<file path="src/hw/rtl/serial_frame_deframer_defines.svh">
// assertion macros for the serial frame deframer
// needs i_clk and i_rst_n in the scope where a macro is used
`ifndef SERIAL_FRAME_DEFRAMER_DEFINES_SVH
`define SERIAL_FRAME_DEFRAMER_DEFINES_SVH

// property that must hold on every clock out of reset
`define SFD_ASSERT_ALWAYS(lbl, prop, msg) \
    lbl: assert property (@(posedge i_clk) disable iff (!i_rst_n) (prop)) else $error(msg);

// same-cycle implication
`define SFD_ASSERT_IMP(lbl, ante, cons, msg) \
    lbl: assert property (@(posedge i_clk) disable iff (!i_rst_n) (ante) |-> (cons)) \
        else $error(msg);

// next-cycle implication
`define SFD_ASSERT_NEXT(lbl, ante, cons, msg) \
    lbl: assert property (@(posedge i_clk) disable iff (!i_rst_n) (ante) |=> (cons)) \
        else $error(msg);

`endif

</file>
<file path="src/hw/rtl/sfd_pkg.sv">
// shared types and constants of the serial frame deframer
// no dependencies
`default_nettype none

package sfd_pkg;

    localparam int QDEPTH = 4;
    localparam int QAW    = $clog2(QDEPTH);
    localparam int QCW    = $clog2(QDEPTH + 1);

    localparam logic [7:0] RST_START_FLAG = 8'd126;
    localparam logic [7:0] RST_ALT_FLAG   = 8'd125;
    localparam logic [7:0] RST_IDLE_LIMIT = 8'd5;
    localparam logic [7:0] IDLE_SAT       = 8'd255;

    localparam logic [1:0] CFG_START_FLAG = 2'd0;
    localparam logic [1:0] CFG_ALT_FLAG   = 2'd1;
    localparam logic [1:0] CFG_IDLE_LIMIT = 2'd2;

    localparam logic [2:0] SEC_FLAG    = 3'd0;
    localparam logic [2:0] SEC_SOURCE  = 3'd1;
    localparam logic [2:0] SEC_REMOTE  = 3'd2;
    localparam logic [2:0] SEC_LENGTH  = 3'd3;
    localparam logic [2:0] SEC_PAYLOAD = 3'd4;
    localparam logic [2:0] SEC_CRC     = 3'd5;

    localparam logic OP_BYTE = 1'b0;
    localparam logic OP_TICK = 1'b1;

    localparam logic [1:0] CRC_BYTES = 2'd2;

    typedef enum logic [2:0] {
        PH_WAIT = 3'd0,
        PH_SRC  = 3'd1,
        PH_DST  = 3'd2,
        PH_LEN  = 3'd3,
        PH_PAY  = 3'd4,
        PH_CRC  = 3'd5
    } t_phase;

    typedef struct packed {
        logic       we;
        logic [1:0] index;
        logic [7:0] data;
    } t_cfg_wr;

    typedef struct packed {
        logic [7:0]  out_byte;
        logic [2:0]  section;
        logic        frame_last;
        logic        frame_abort;
        logic [7:0]  src_id;
        logic [7:0]  dst_id;
        logic [15:0] payload_len;
    } t_result;

endpackage

`default_nettype wire

</file>
<file path="src/hw/rtl/serial_frame_deframer.sv">
// serial frame deframer top level: front end, result queue, output stage
// depends on sfd_pkg, sfd_front, sfd_queue, sfd_back
//
// channel   direction  handshake                  payload
// input     in         i_in_valid / o_in_stall    i_op, i_rx_byte
// result    out        o_out_valid / i_out_stall  o_out_byte .. o_payload_len
// config    in         i_cfg_valid / o_cfg_ready  i_cfg_index, i_cfg_data
//
// one item per cycle unless stalled; the frame state updates in its transfer cycle
// a result passes through the result queue into the output register
// the 4-entry result queue absorbs output stalls; input stalls only when it is full
// config writes are taken every cycle; reset is synchronous, active low, no clearing pass
`default_nettype none

module serial_frame_deframer
    import sfd_pkg::*;
(
    input  wire logic        i_clk,
    input  wire logic        i_rst_n,
    input  wire logic        i_in_valid,
    output logic             o_in_stall,
    input  wire logic        i_op,
    input  wire logic [7:0]  i_rx_byte,
    output logic             o_out_valid,
    input  wire logic        i_out_stall,
    output logic [7:0]       o_out_byte,
    output logic [2:0]       o_section,
    output logic             o_frame_last,
    output logic             o_frame_abort,
    output logic [7:0]       o_src_id,
    output logic [7:0]       o_dst_id,
    output logic [15:0]      o_payload_len,
    input  wire logic        i_cfg_valid,
    output logic             o_cfg_ready,
    input  wire logic [1:0]  i_cfg_index,
    input  wire logic [7:0]  i_cfg_data
);

    t_cfg_wr cfg;
    logic    accept, res_valid, q_empty, q_full, q_pop;
    t_result res, q_head, out;

    assign o_cfg_ready = 1'b1;
    assign cfg.we      = i_cfg_valid;
    assign cfg.index   = i_cfg_index;
    assign cfg.data    = i_cfg_data;

    assign o_in_stall = q_full;
    assign accept     = i_in_valid && !q_full;

    sfd_front u_front (
        .i_clk       (i_clk),
        .i_rst_n     (i_rst_n),
        .i_cfg       (cfg),
        .i_accept    (accept),
        .i_op        (i_op),
        .i_rx_byte   (i_rx_byte),
        .o_res_valid (res_valid),
        .o_res       (res)
    );

    sfd_queue u_queue (
        .i_clk   (i_clk),
        .i_rst_n (i_rst_n),
        .i_push  (res_valid),
        .i_data  (res),
        .i_pop   (q_pop),
        .o_head  (q_head),
        .o_empty (q_empty),
        .o_full  (q_full)
    );

    sfd_back u_back (
        .i_clk       (i_clk),
        .i_rst_n     (i_rst_n),
        .i_q_empty   (q_empty),
        .i_q_head    (q_head),
        .o_q_pop     (q_pop),
        .i_out_stall (i_out_stall),
        .o_out_valid (o_out_valid),
        .o_out       (out)
    );

    assign o_out_byte    = out.out_byte;
    assign o_section     = out.section;
    assign o_frame_last  = out.frame_last;
    assign o_frame_abort = out.frame_abort;
    assign o_src_id      = out.src_id;
    assign o_dst_id      = out.dst_id;
    assign o_payload_len = out.payload_len;

endmodule

`default_nettype wire

</file>
<file path="src/hw/rtl/sfd_front.sv">
// front end: config registers, frame state machine, result generation
// depends on sfd_pkg
`default_nettype none

module sfd_front
    import sfd_pkg::*;
(
    input  wire logic    i_clk,
    input  wire logic    i_rst_n,
    input  wire t_cfg_wr i_cfg,
    input  wire logic    i_accept,
    input  wire logic    i_op,
    input  wire logic [7:0] i_rx_byte,
    output logic         o_res_valid,
    output t_result      o_res
);

    logic [7:0]  r_start_flag, r_alt_flag, r_idle_limit;
    t_phase      r_phase, n_phase;
    logic        r_len_low, n_len_low;
    logic [7:0]  r_src, n_src;
    logic [7:0]  r_dst, n_dst;
    logic [15:0] r_len, n_len;
    logic [15:0] r_pay_cnt, n_pay_cnt;
    logic [1:0]  r_crc_cnt, n_crc_cnt;
    logic [7:0]  r_idle, n_idle;

    always_ff @(posedge i_clk) begin
        if (!i_rst_n) begin
            r_start_flag <= RST_START_FLAG;
            r_alt_flag   <= RST_ALT_FLAG;
            r_idle_limit <= RST_IDLE_LIMIT;
        end else if (i_cfg.we) begin
            case (i_cfg.index)
                CFG_START_FLAG: r_start_flag <= i_cfg.data;
                CFG_ALT_FLAG:   r_alt_flag   <= i_cfg.data;
                CFG_IDLE_LIMIT: r_idle_limit <= i_cfg.data;
                default: ;
            endcase
        end
    end

    always_ff @(posedge i_clk) begin
        if (!i_rst_n) begin
            r_phase   <= PH_WAIT;
            r_len_low <= 1'b0;
            r_src     <= 8'd0;
            r_dst     <= 8'd1;
            r_len     <= 16'd0;
            r_pay_cnt <= 16'd0;
            r_crc_cnt <= 2'd0;
            r_idle    <= 8'd0;
        end else begin
            r_phase   <= n_phase;
            r_len_low <= n_len_low;
            r_src     <= n_src;
            r_dst     <= n_dst;
            r_len     <= n_len;
            r_pay_cnt <= n_pay_cnt;
            r_crc_cnt <= n_crc_cnt;
            r_idle    <= n_idle;
        end
    end

    logic [15:0] pay_next;
    logic [1:0]  crc_next;
    logic [7:0]  res_byte;
    logic [2:0]  res_sec;
    logic        res_last, res_abort;

    assign pay_next = r_pay_cnt + 16'd1;
    assign crc_next = r_crc_cnt + 2'd1;

    always_comb begin
        n_phase     = r_phase;
        n_len_low   = r_len_low;
        n_src       = r_src;
        n_dst       = r_dst;
        n_len       = r_len;
        n_pay_cnt   = r_pay_cnt;
        n_crc_cnt   = r_crc_cnt;
        n_idle      = r_idle;
        o_res_valid = 1'b0;
        res_byte    = i_rx_byte;
        res_sec     = SEC_FLAG;
        res_last    = 1'b0;
        res_abort   = 1'b0;
        if (i_accept) begin
            if (i_op == OP_TICK) begin
                n_idle = (r_idle == IDLE_SAT) ? r_idle : r_idle + 8'd1;
                if (n_idle > r_idle_limit && r_phase != PH_WAIT) begin
                    n_phase     = PH_WAIT;
                    n_len_low   = 1'b0;
                    o_res_valid = 1'b1;
                    res_byte    = 8'd0;
                    res_abort   = 1'b1;
                end
            end else begin
                n_idle = 8'd0;
                case (r_phase)
                    PH_WAIT: begin
                        if (i_rx_byte == r_start_flag || i_rx_byte == r_alt_flag) begin
                            n_phase     = PH_SRC;
                            n_len_low   = 1'b0;
                            o_res_valid = 1'b1;
                        end
                    end
                    PH_SRC: begin
                        n_src       = i_rx_byte;
                        n_phase     = PH_DST;
                        o_res_valid = 1'b1;
                        res_sec     = SEC_SOURCE;
                    end
                    PH_DST: begin
                        n_dst       = i_rx_byte;
                        n_phase     = PH_LEN;
                        o_res_valid = 1'b1;
                        res_sec     = SEC_REMOTE;
                    end
                    PH_LEN: begin
                        // little-endian: low byte first
                        if (!r_len_low) begin
                            n_len     = {8'd0, i_rx_byte};
                            n_len_low = 1'b1;
                        end else begin
                            n_len     = {i_rx_byte, r_len[7:0]};
                            n_len_low = 1'b0;
                            n_pay_cnt = 16'd0;
                            n_phase   = PH_PAY;
                        end
                        o_res_valid = 1'b1;
                        res_sec     = SEC_LENGTH;
                    end
                    PH_PAY: begin
                        // zero length still consumes one byte
                        n_pay_cnt = pay_next;
                        if (pay_next >= r_len) begin
                            n_crc_cnt = 2'd0;
                            n_phase   = PH_CRC;
                        end
                        o_res_valid = 1'b1;
                        res_sec     = SEC_PAYLOAD;
                    end
                    PH_CRC: begin
                        n_crc_cnt   = crc_next;
                        o_res_valid = 1'b1;
                        res_sec     = SEC_CRC;
                        if (crc_next >= CRC_BYTES) begin
                            n_phase  = PH_WAIT;
                            res_last = 1'b1;
                        end
                    end
                    default: begin
                        n_phase   = PH_WAIT;
                        n_len_low = 1'b0;
                    end
                endcase
            end
        end
        o_res.out_byte    = res_byte;
        o_res.section     = res_sec;
        o_res.frame_last  = res_last;
        o_res.frame_abort = res_abort;
        o_res.src_id      = n_src;
        o_res.dst_id      = n_dst;
        o_res.payload_len = n_len;
    end

endmodule

`default_nettype wire

</file>
<file path="src/hw/rtl/sfd_queue.sv">
// short result queue between the front end and the output stage
// depends on sfd_pkg and serial_frame_deframer_defines.svh
`default_nettype none
`include "serial_frame_deframer_defines.svh"

module sfd_queue
    import sfd_pkg::*;
(
    input  wire logic    i_clk,
    input  wire logic    i_rst_n,
    input  wire logic    i_push,
    input  wire t_result i_data,
    input  wire logic    i_pop,
    output t_result      o_head,
    output logic         o_empty,
    output logic         o_full
);

    t_result          r_mem [QDEPTH];
    logic [QAW-1:0]   r_wr_ptr, r_rd_ptr;
    logic [QCW-1:0]   r_count;

    always_ff @(posedge i_clk) begin
        if (i_push) begin
            r_mem[r_wr_ptr] <= i_data;
        end
    end

    always_ff @(posedge i_clk) begin
        if (!i_rst_n) begin
            r_wr_ptr <= '0;
            r_rd_ptr <= '0;
            r_count  <= '0;
        end else begin
            if (i_push) r_wr_ptr <= r_wr_ptr + QAW'(1);
            if (i_pop)  r_rd_ptr <= r_rd_ptr + QAW'(1);
            case ({i_push, i_pop})
                2'b10:   r_count <= r_count + QCW'(1);
                2'b01:   r_count <= r_count - QCW'(1);
                default: ;
            endcase
        end
    end

    assign o_head  = r_mem[r_rd_ptr];
    assign o_empty = (r_count == '0);
    assign o_full  = (r_count == QCW'(QDEPTH));

    `SFD_ASSERT_ALWAYS(a_count_bound, r_count <= QCW'(QDEPTH), "queue count over depth")
    `SFD_ASSERT_IMP(a_no_pop_empty, i_pop, r_count != '0, "pop from empty queue")
    `SFD_ASSERT_IMP(a_no_push_full, i_push, r_count != QCW'(QDEPTH), "push into full queue")
    `SFD_ASSERT_NEXT(a_count_up, i_push && !i_pop, r_count == $past(r_count) + QCW'(1),
        "queue count did not grow on push")

endmodule

`default_nettype wire

</file>
<file path="src/hw/rtl/sfd_back.sv">
// output stage: registered result, refilled from the queue when empty or not stalled
// depends on sfd_pkg
`default_nettype none

module sfd_back
    import sfd_pkg::*;
(
    input  wire logic    i_clk,
    input  wire logic    i_rst_n,
    input  wire logic    i_q_empty,
    input  wire t_result i_q_head,
    output logic         o_q_pop,
    input  wire logic    i_out_stall,
    output logic         o_out_valid,
    output t_result      o_out
);

    logic    r_valid;
    t_result r_out;

    // refill when the register is empty or its transfer completes now
    assign o_q_pop = !i_q_empty && (!r_valid || !i_out_stall);

    always_ff @(posedge i_clk) begin
        if (!i_rst_n) begin
            r_valid <= 1'b0;
        end else if (o_q_pop) begin
            r_valid <= 1'b1;
        end else if (!i_out_stall) begin
            r_valid <= 1'b0;
        end
    end

    always_ff @(posedge i_clk) begin
        if (o_q_pop) begin
            r_out <= i_q_head;
        end
    end

    assign o_out_valid = r_valid;
    assign o_out       = r_out;

endmodule

`default_nettype wire
</file>
<file path="config.mk">
export PLATFORM = sky130hd
export DESIGN_NAME = serial_frame_deframer
export DESIGN_NICKNAME = d
export VERILOG_FILES = /design/src/hw/rtl/sfd_pkg.sv /design/src/hw/rtl/serial_frame_deframer.sv /design/src/hw/rtl/sfd_front.sv /design/src/hw/rtl/sfd_queue.sv /design/src/hw/rtl/sfd_back.sv
export VERILOG_INCLUDE_DIRS = /design/src /design/src/hw/rtl
export SDC_FILE = /design/constraint.sdc
export NUM_CORES = 1
export LEC_CHECK = 0
export BUFFER_PORTS_ARGS = -buffer_cell sky130_fd_sc_hd__buf_2
export CAP_MARGIN = 40
export CORE_AREA = 2 2 156 219
export CTS_BUF_LIST = sky130_fd_sc_hd__clkbuf_16
export CTS_CLUSTER_DIAMETER = 80
export DETAILED_ROUTE_END_ITERATION = 6
export DIE_AREA = 0 0 158 221
export GPL_TIMING_DRIVEN = 0
export PLACE_DENSITY = 0.53
export SLEW_MARGIN = 30
export SYNTH_ARGS = -nofsm -noshare
export SYNTH_HDL_FRONTEND = slang
export SYNTH_SLANG_ARGS = --single-unit
</file>
<file path="constraint.sdc">
create_clock -name i_clk -period 8.06 [get_ports i_clk]
set_input_delay 0.403 -clock i_clk [delete_from_list [all_inputs] [get_ports i_clk]]
set_output_delay 0.403 -clock i_clk [all_outputs]
set_load 0.1 [all_outputs]
</file>
==> out/qor.txt, run 1 <==
Outcome = finished, final reports clean
# Post-CTS Setup Buffers = 0
Synth-to-layout area growth = 16.0%
Post-route setup TNS = 0 ps
Syn Area/Cell = 14.6 sq um
Port bufs = 60
Max Cap Viol = 0
Largest net degree at the start of global routing = 37
Synth Area in Adders = 3.12%
GR Layer Usage met3 = 2.33%
Clk Tree Root Cell = clkbuf_16
Delay-heaviest family, CP = simple AND/OR/NAND/NOR gates
Worst-Skew Late Latency = 570 ps
Final setup vio count = 0
Area contributors post-synth = edfxtp_1 52%, dfxtp_1 14%, mux4_2 7.8%
Hold_buf cts = 0
Crit. End Element = flop
Syn Inst Count = 898
WP depth = 18
Slew Limit Fails = 0
Syn nets = 954
Main combinational cell family by area after synthesis = multiplexers
Final wirelength = 27.7 mm
IO Pins = 72
Antenna fix cells = 0
Site Rows = 79
Detail Route Antenna Nets = 0
Crit path max fanout = 7
Yosys reg bits = 319
Antenna violations before repair = 0
Detailed placement HPWL = 18.5 mm
Max H-tree Level = 1
Asr flop ratio synth = 0%
FF-to-FF Start = u_front.r_idle[0]$_SDFFE_PN0P_
Num CTS Buffers = 31
Number of synthesized flops with an enable pin = 225
Sum of buffers and inverters on the critical path = 2
Endpoints failing hold = 0
Worst relative slew slack = 41.3%
Largest stage delay, worst path = 660 ps
Critical Path Start Type = flop
WHS Endpoint = u_front.r_alt_flag[5]$_SDFFE_PN1P_
Compound-Gate Fraction of Synth Area = 4.85%
DRC errors left = 0
Minimum clock period = 4430 ps
Post-Layout Inst Area = 15200 sq um
Count of cell types in the netlist = 59
DRT Pass-1 Iters = 5
Core ar. = 33000 sq um
Hold WC Path Type = input port to flop
WP data arrival = 4920 ps
Setup CP Type = flop to flop
Grt peak-use layer = met2
Routed via count = 7329
FF-to-FF path depth = 18
Final Cycle Share = 55.0%
Yosys warnings = 0
Clock-pin slew on the worst setup and hold paths = 60 ps
Met2 Usage GRT = 28.1%
Sequential share of the synthesized area = 66.1%
Placed cell area = 14100 sq um
First-pass GRT wire length = 42.9 mm
Pwr per Cell Area = 331 nW/um^2
Max Root-Sink Buffers = 3
Gpl congestion = 0.786
Data required, critical path = 8550 ps
Yosys top cell by area = edfxtp_1
Max IR drop VDD = 214 uV
Most common cell in the netlist = edfxtp_1
GR Util All Layers = 16.2%
DRT iter0 DRCs = 315
R2r setup slk = 3630 ps
Nets = 1060
Post-CTS resize count = 0
Main flop type after synthesis = edfxtp_1
CP Cell Sequence = ha_1 > nand2_1 > nor3_1 > nor2_1 > xor2_1 > ha_1 > nand4_1 > o21ai_0 > a21oi_1 > nor2_1 > a2111oi_4 > inv_1 > ha_1 > inv_1 > fa_1 > xor2_1 > or3_1 > a21oi_1
Initial Util = 39.6%
CTS tree = yes
WL/cell = 18.8 um
Reg-to-reg critical path endpoint = u_queue.r_count[2]$_SDFFE_PN0P_
Grt met1 use = 21.1%
Yosys top cell area share = 51.7%
Vias in the first global route = 7479
Worst path most repeated cell = ha_1
Gr ovfl total = 0
Slowest stage cell, crit path = a2111oi_4
Worst-Margin Slew = 881 ps
Fmax = 226 MHz
Top post-synthesis cells by count = 225 x edfxtp_1, 94 x dfxtp_1, 62 x nand2_1
Syn Std Cell Area = 13100 sq um
Die area = 34900 sq um
DR vias/cell = 4.97
Post-synthesis mux area share = 11.0%
Hold_sp = i_cfg_data[5]
Die height = 221 um
Xor/xnor share of the synthesized area = 2.61%
Layout cells sized above 1 = 20.5%
Fillers = 3003
Chip width = 158 um
Hold depth = 3
Clock skew = 19.6 ps
Leak = 5.36 nW
Simple-gate share of the synthesized area = 9.80%
RSZ-0062 raised after global routing = no
Clock Sinks = 319
layout make-up:
type | instances | area, sq um | area share (%)
Buffer | 45 | 194 | 1.28
Clock buffer | 31 | 776 | 5.12
Clock inverter | 27 | 228 | 1.50
Inverter | 35 | 131 | 0.866
Multi-Input combinational cell | 499 | 4130 | 27.2
Sequential cell | 319 | 8640 | 57.0
Tap cell | 445 | 557 | 3.67
Timing Repair Buffer | 73 | 515 | 3.40
how the worst max path moves through the flow:
stage                                         start                              end
finish               u_front.r_idle[0]$_SDFFE_PN0P_  u_queue.r_count[2]$_SDFFE_PN0P_
global placement                        i_out_stall  u_queue.r_count[2]$_SDFFE_PN0P_
detailed placement   u_front.r_idle[0]$_SDFFE_PN0P_  u_queue.r_count[2]$_SDFFE_PN0P_
global route         u_front.r_idle[0]$_SDFFE_PN0P_  u_queue.r_count[1]$_SDFFE_PN0P_
CTS                  u_front.r_idle[0]$_SDFFE_PN0P_  u_queue.r_count[2]$_SDFFE_PN0P_
floorplan           u_back.o_out_valid$_SDFFE_PN0P_  u_queue.r_count[2]$_SDFFE_PN0P_
cell families after synthesis:
group	Yosys count
mux	81
compound gates	96
simple gates	250
buf+inv	80
other cells	1
xor+xnor	39
fa+ha+maj	32
flops	319
power breakdown:
part	total (W)	internal, W	switching [W]
combinational	0.00158	0.000331	0.00125
sequential	0.00201	0.00196	0.0000426
clock	0.00143	0.000824	0.000609
total	0.00502	0.00312	0.00190
worst reg2reg max path, stage by stage, from the launching register on:
cell       delay, ps
dfxtp_1          410
ha_1             250
nand2_1          110
nor3_1           600
nor2_1           130
xor2_1           270
ha_1             310
nand4_1          120
o21ai_0           90
a21oi_1          200
nor2_1           120
a2111oi_4        670
inv_1            100
ha_1             240
inv_1             70
fa_1             170
xor2_1            70
or3_1            310
a21oi_1          140
through the flow:
| stage | setup WS [ps] | utilization (%) | hold WS (ps) | instances | total power [W] |
|---|---|---|---|---|---|
| 3_5_place_dp | 3650 | 42.8 | 464 | 1414 | 0.00364 |
| 2_1_floorplan | 3370 | - | 448 | 898 | 0.00332 |
| 5_1_grt | 3110 | 45.9 | 82.2 | 1474 | 0.00522 |
| 6_report | 3630 | 45.9 | 86.6 | 1474 | 0.00502 |
| 3_3_place_gp | 1640 | 42.2 | 458 | 1403 | 0.00358 |
| 4_1_cts | 3600 | 45.9 | 54.7 | 1472 | 0.00508 |
sequential cells by signal (all words and copies together) (netlist names), 3 cells and up:
| name | flops |
|---|---|
| u_front.r_alt_flag | 8 |
| u_front.r_idle | 8 |
| u_front.r_start_flag | 8 |
| u_front.r_len | 16 |
| u_back.o_out | 45 |
| u_front.r_dst | 8 |
| u_queue.r_mem | 180 |
| u_front.r_phase | 3 |
| u_front.r_src | 8 |
| u_front.r_idle_limit | 8 |
| u_front.r_pay_cnt | 16 |
| u_queue.r_count | 3 |
cells in the final DEF, fill, tap and decap left out, types with 6 or more instances in the layout:
cell	instances
dfxtp_1	94
nand3b_1	6
or3_1	8
ha_1	31
edfxtp_1	225
xor2_1	20
buf_6	6
buf_2	65
a21oi_1	30
mux2_2	18
nand4_1	8
clkbuf_1	28
o21ai_0	23
buf_1	9
mux4_2	45
mux2i_1	10
nor2_1	45
xnor2_1	19
clkbuf_16	31
nand2_1	62
a22oi_1	12
clkinv_1	7
mux2_4	8
and2_1	42
nor3_1	10
nand3_1	41
a31oi_1	6
inv_1	44
per-layer routing:
metal	share of wire [%]	wire, um
met3	3.7	1020
met1	44	12100
met2	50	13900
met4	2.3	646
met5	0	0
(Power assumes the default switching activity.)
==> run 2: changes to the inputs <==
PLACE_DENSITY = 0.55   (was 0.53)
clock period = 3.7 ns   (was 8.06 ns; I/O delays follow)
==> run 2 against run 1 <==
  * Design area up 1.0%
  * Wire length up 0.91%
  * First-iteration DRC count up 59%
  * Largest cell class unchanged
  * Critical endpoint unchanged
  * Sequential power up 120%
==> out/qor.txt, run 2 (same netlist as run 1, synthesis figures left out) <==
Clock Power Share = 27.8%
Die area = 34900 sq um
Gpl congestion = 0.790
Sum of buffers and inverters on the critical path = 3
Num CTS Buffers = 31
DR vias/cell = 5.01
First-pass GRT wire length = 42.8 mm
Synth-to-layout area growth = 17.2%
Endpoints failing hold = 0
Comb power frac = 31.8%
Clock-pin slew on the worst setup and hold paths = 60 ps
Setup ws final = 110 ps
Internal power = 0.00672 W
Final Cycle Share = 97.0%
Hold_sp = i_cfg_index[1]
Most common cell after layout, fill and taps aside = edfxtp_1
Outcome = finished, final reports clean
Final wirelength = 27.9 mm
Sw power = 0.00408 W
Antenna violations before repair = 0
Critical Path Start Type = flop
Routed via count = 7487
Largest Register = u_queue.r_mem
Clock skew = 18.6 ps
Final hold slack = 2.90 ps
Pwr per Cell Area = 705 nW/um^2
Detailed placement HPWL = 17.9 mm
Post-Layout Inst Area = 15300 sq um
Core ar. = 33000 sq um
CTS tree = yes
Largest stage delay, worst path = 390 ps
Chip width = 158 um
Die height = 221 um
CP startpoint = u_front.r_idle[0]$_SDFFE_PN0P_
Largest net degree at the start of global routing = 46
Slew Limit Fails = 0
Util after Layout = 46.4%
Pre-CTS setup slack = -583 ps
Detail Route Antenna Nets = 0
Gr ovfl total = 0
Max IR drop VDD = 480 uV
Crit. End Element = flop
Placed cell area = 14100 sq um
IO Pins = 72
Worst-Skew Late Latency = 560 ps
WL/cell = 18.7 um
DRC errors left = 0
Data required, critical path = 4170 ps
Clock Sinks = 319
Vias in the first global route = 7653
RSZ-0062 raised after global routing = yes
WP data arrival = 4060 ps
Max H-tree Level = 1
Clk Tree Root Cell = clkbuf_16
Layout cells sized above 1 = 23.0%
Setup CP Type = flop to flop
FF-to-FF Start = u_front.r_idle[0]$_SDFFE_PN0P_
Max reg flops = 180
Antenna fix cells = 0
CP Cell Sequence = ha_4 > nand2_2 > nor3_4 > buf_6 > nor3_2 > xor2_1 > ha_1 > a21o_1 > nand3_1 > a21oi_2 > nor2_2 > a2111oi_4 > inv_1 > ha_2 > inv_1 > fa_1 > xor2_1 > or3_1 > a21oi_1
Net Sw Frac = 37.8%
Site Rows = 79
Leak = 5.46 nW
GR Util All Layers = 16.1%
Fmax = 279 MHz
Initial Util = 39.6%
Worst relative slew slack = 40.8%
Most frequent cells in the layout = 225 x edfxtp_1, 91 x dfxtp_1, 65 x buf_2, 61 x nand2_1, 46 x inv_1
Max Cap Viol = 0
Max Root-Sink Buffers = 3
Final Power = 0.0108 W
Worst-Margin Slew = 888 ps
Minimum clock period = 3590 ps
Delay-heaviest family, CP = adder cells
Hold WC Path Type = input port to flop
DRT iter0 DRCs = 500
Nets = 1080
Port bufs = 60
Crit path max fanout = 5
Slowest stage cell, crit path = dfxtp_4
DRT Pass-1 Iters = 6
Sequential Power Share = 40.5%
Final setup vio count = 0
-- run 2: changes by cell type in the layout (fill, tap and decap cells not counted), moves of 3 or more --
cell / before / now
and2_4: 4 / 8
buf_12: 3 / 0
buf_4: 2 / 14
clkinv_1: 7 / 2
dfxtp_1: 94 / 91
dlygate4sd3_1: 0 / 9
inv_2: 1 / 6
nor3_1: 10 / 7
-- run 2: power groups by stage --
stage | combinational (W) | sequential [W] | clock (W)
finish | 0.00343 | 0.00437 | 0.00300
global route | 0.00359 | 0.00441 | 0.00321
CTS | 0.00347 | 0.00438 | 0.00308
detailed placement | 0.00346 | 0.00445 | 0
global placement | 0.00330 | 0.00447 | 0
floorplan | 0.000826 | 0.00639 | 0
-- run 2: timing repair --
| item | 4_1_cts | 5_1_grt |
|---|---|---|
| resized for setup | 9 | 17 |
| setup endpoints to repair | 183 | 187 |
| pin swaps | 9 | 7 |
| hold endpoints to repair | 25 | 0 |
| setup buffers | 11 | 2 |
| cloned | 0 | 4 |
| hold buffers | 9 | 0 |
-- run 2: through the flow --
stage | std cells | TNS, ps
floorplan | 898 | 0
global placement | 1403 | -154510
detailed placement | 1409 | -87710
CTS | 1486 | -1640
global route | 1493 | -118
finish | 1493 | 0
-- run 2: worst paths after layout --
kind	endpoint	slack, ps	depth (start not counted)
worst max-delay path	u_queue.r_count[2]$_SDFFE_PN0P_	110	19
worst min register to register	u_front.r_start_flag[7]$_SDFFE_PN0P_	470	2
worst max register to register	u_queue.r_count[2]$_SDFFE_PN0P_	110	19
worst min-delay path	u_front.r_start_flag[3]$_SDFFE_PN1P_	3	4
-- run 2: area by class of cell --
cell class / count / area [sq um]
Buffer: 45 / 195
Clock buffer: 31 / 776
Clock inverter: 26 / 183
Fill cell: 2976 / 17700
Inverter: 35 / 131
Multi-Input combinational cell: 503 / 4230
Sequential cell: 319 / 8650
Tap cell: 445 / 557
Timing Repair Buffer: 89 / 597
-- run 2: worst min-delay path: stages --
cell and delay [ps]:
buf_2 110, nor3b_1 80, nand2_1 70, nand3_1 70
-- run 2: routing by layer --
metal	wire length [um]	global-route usage, %	vias to the layer above
met3	1200	2.17	46
li1	-	-	3580
met1	11700	20.0	3724
met2	14300	28.8	137
met4	712	4.77	0
met5	0	0	-
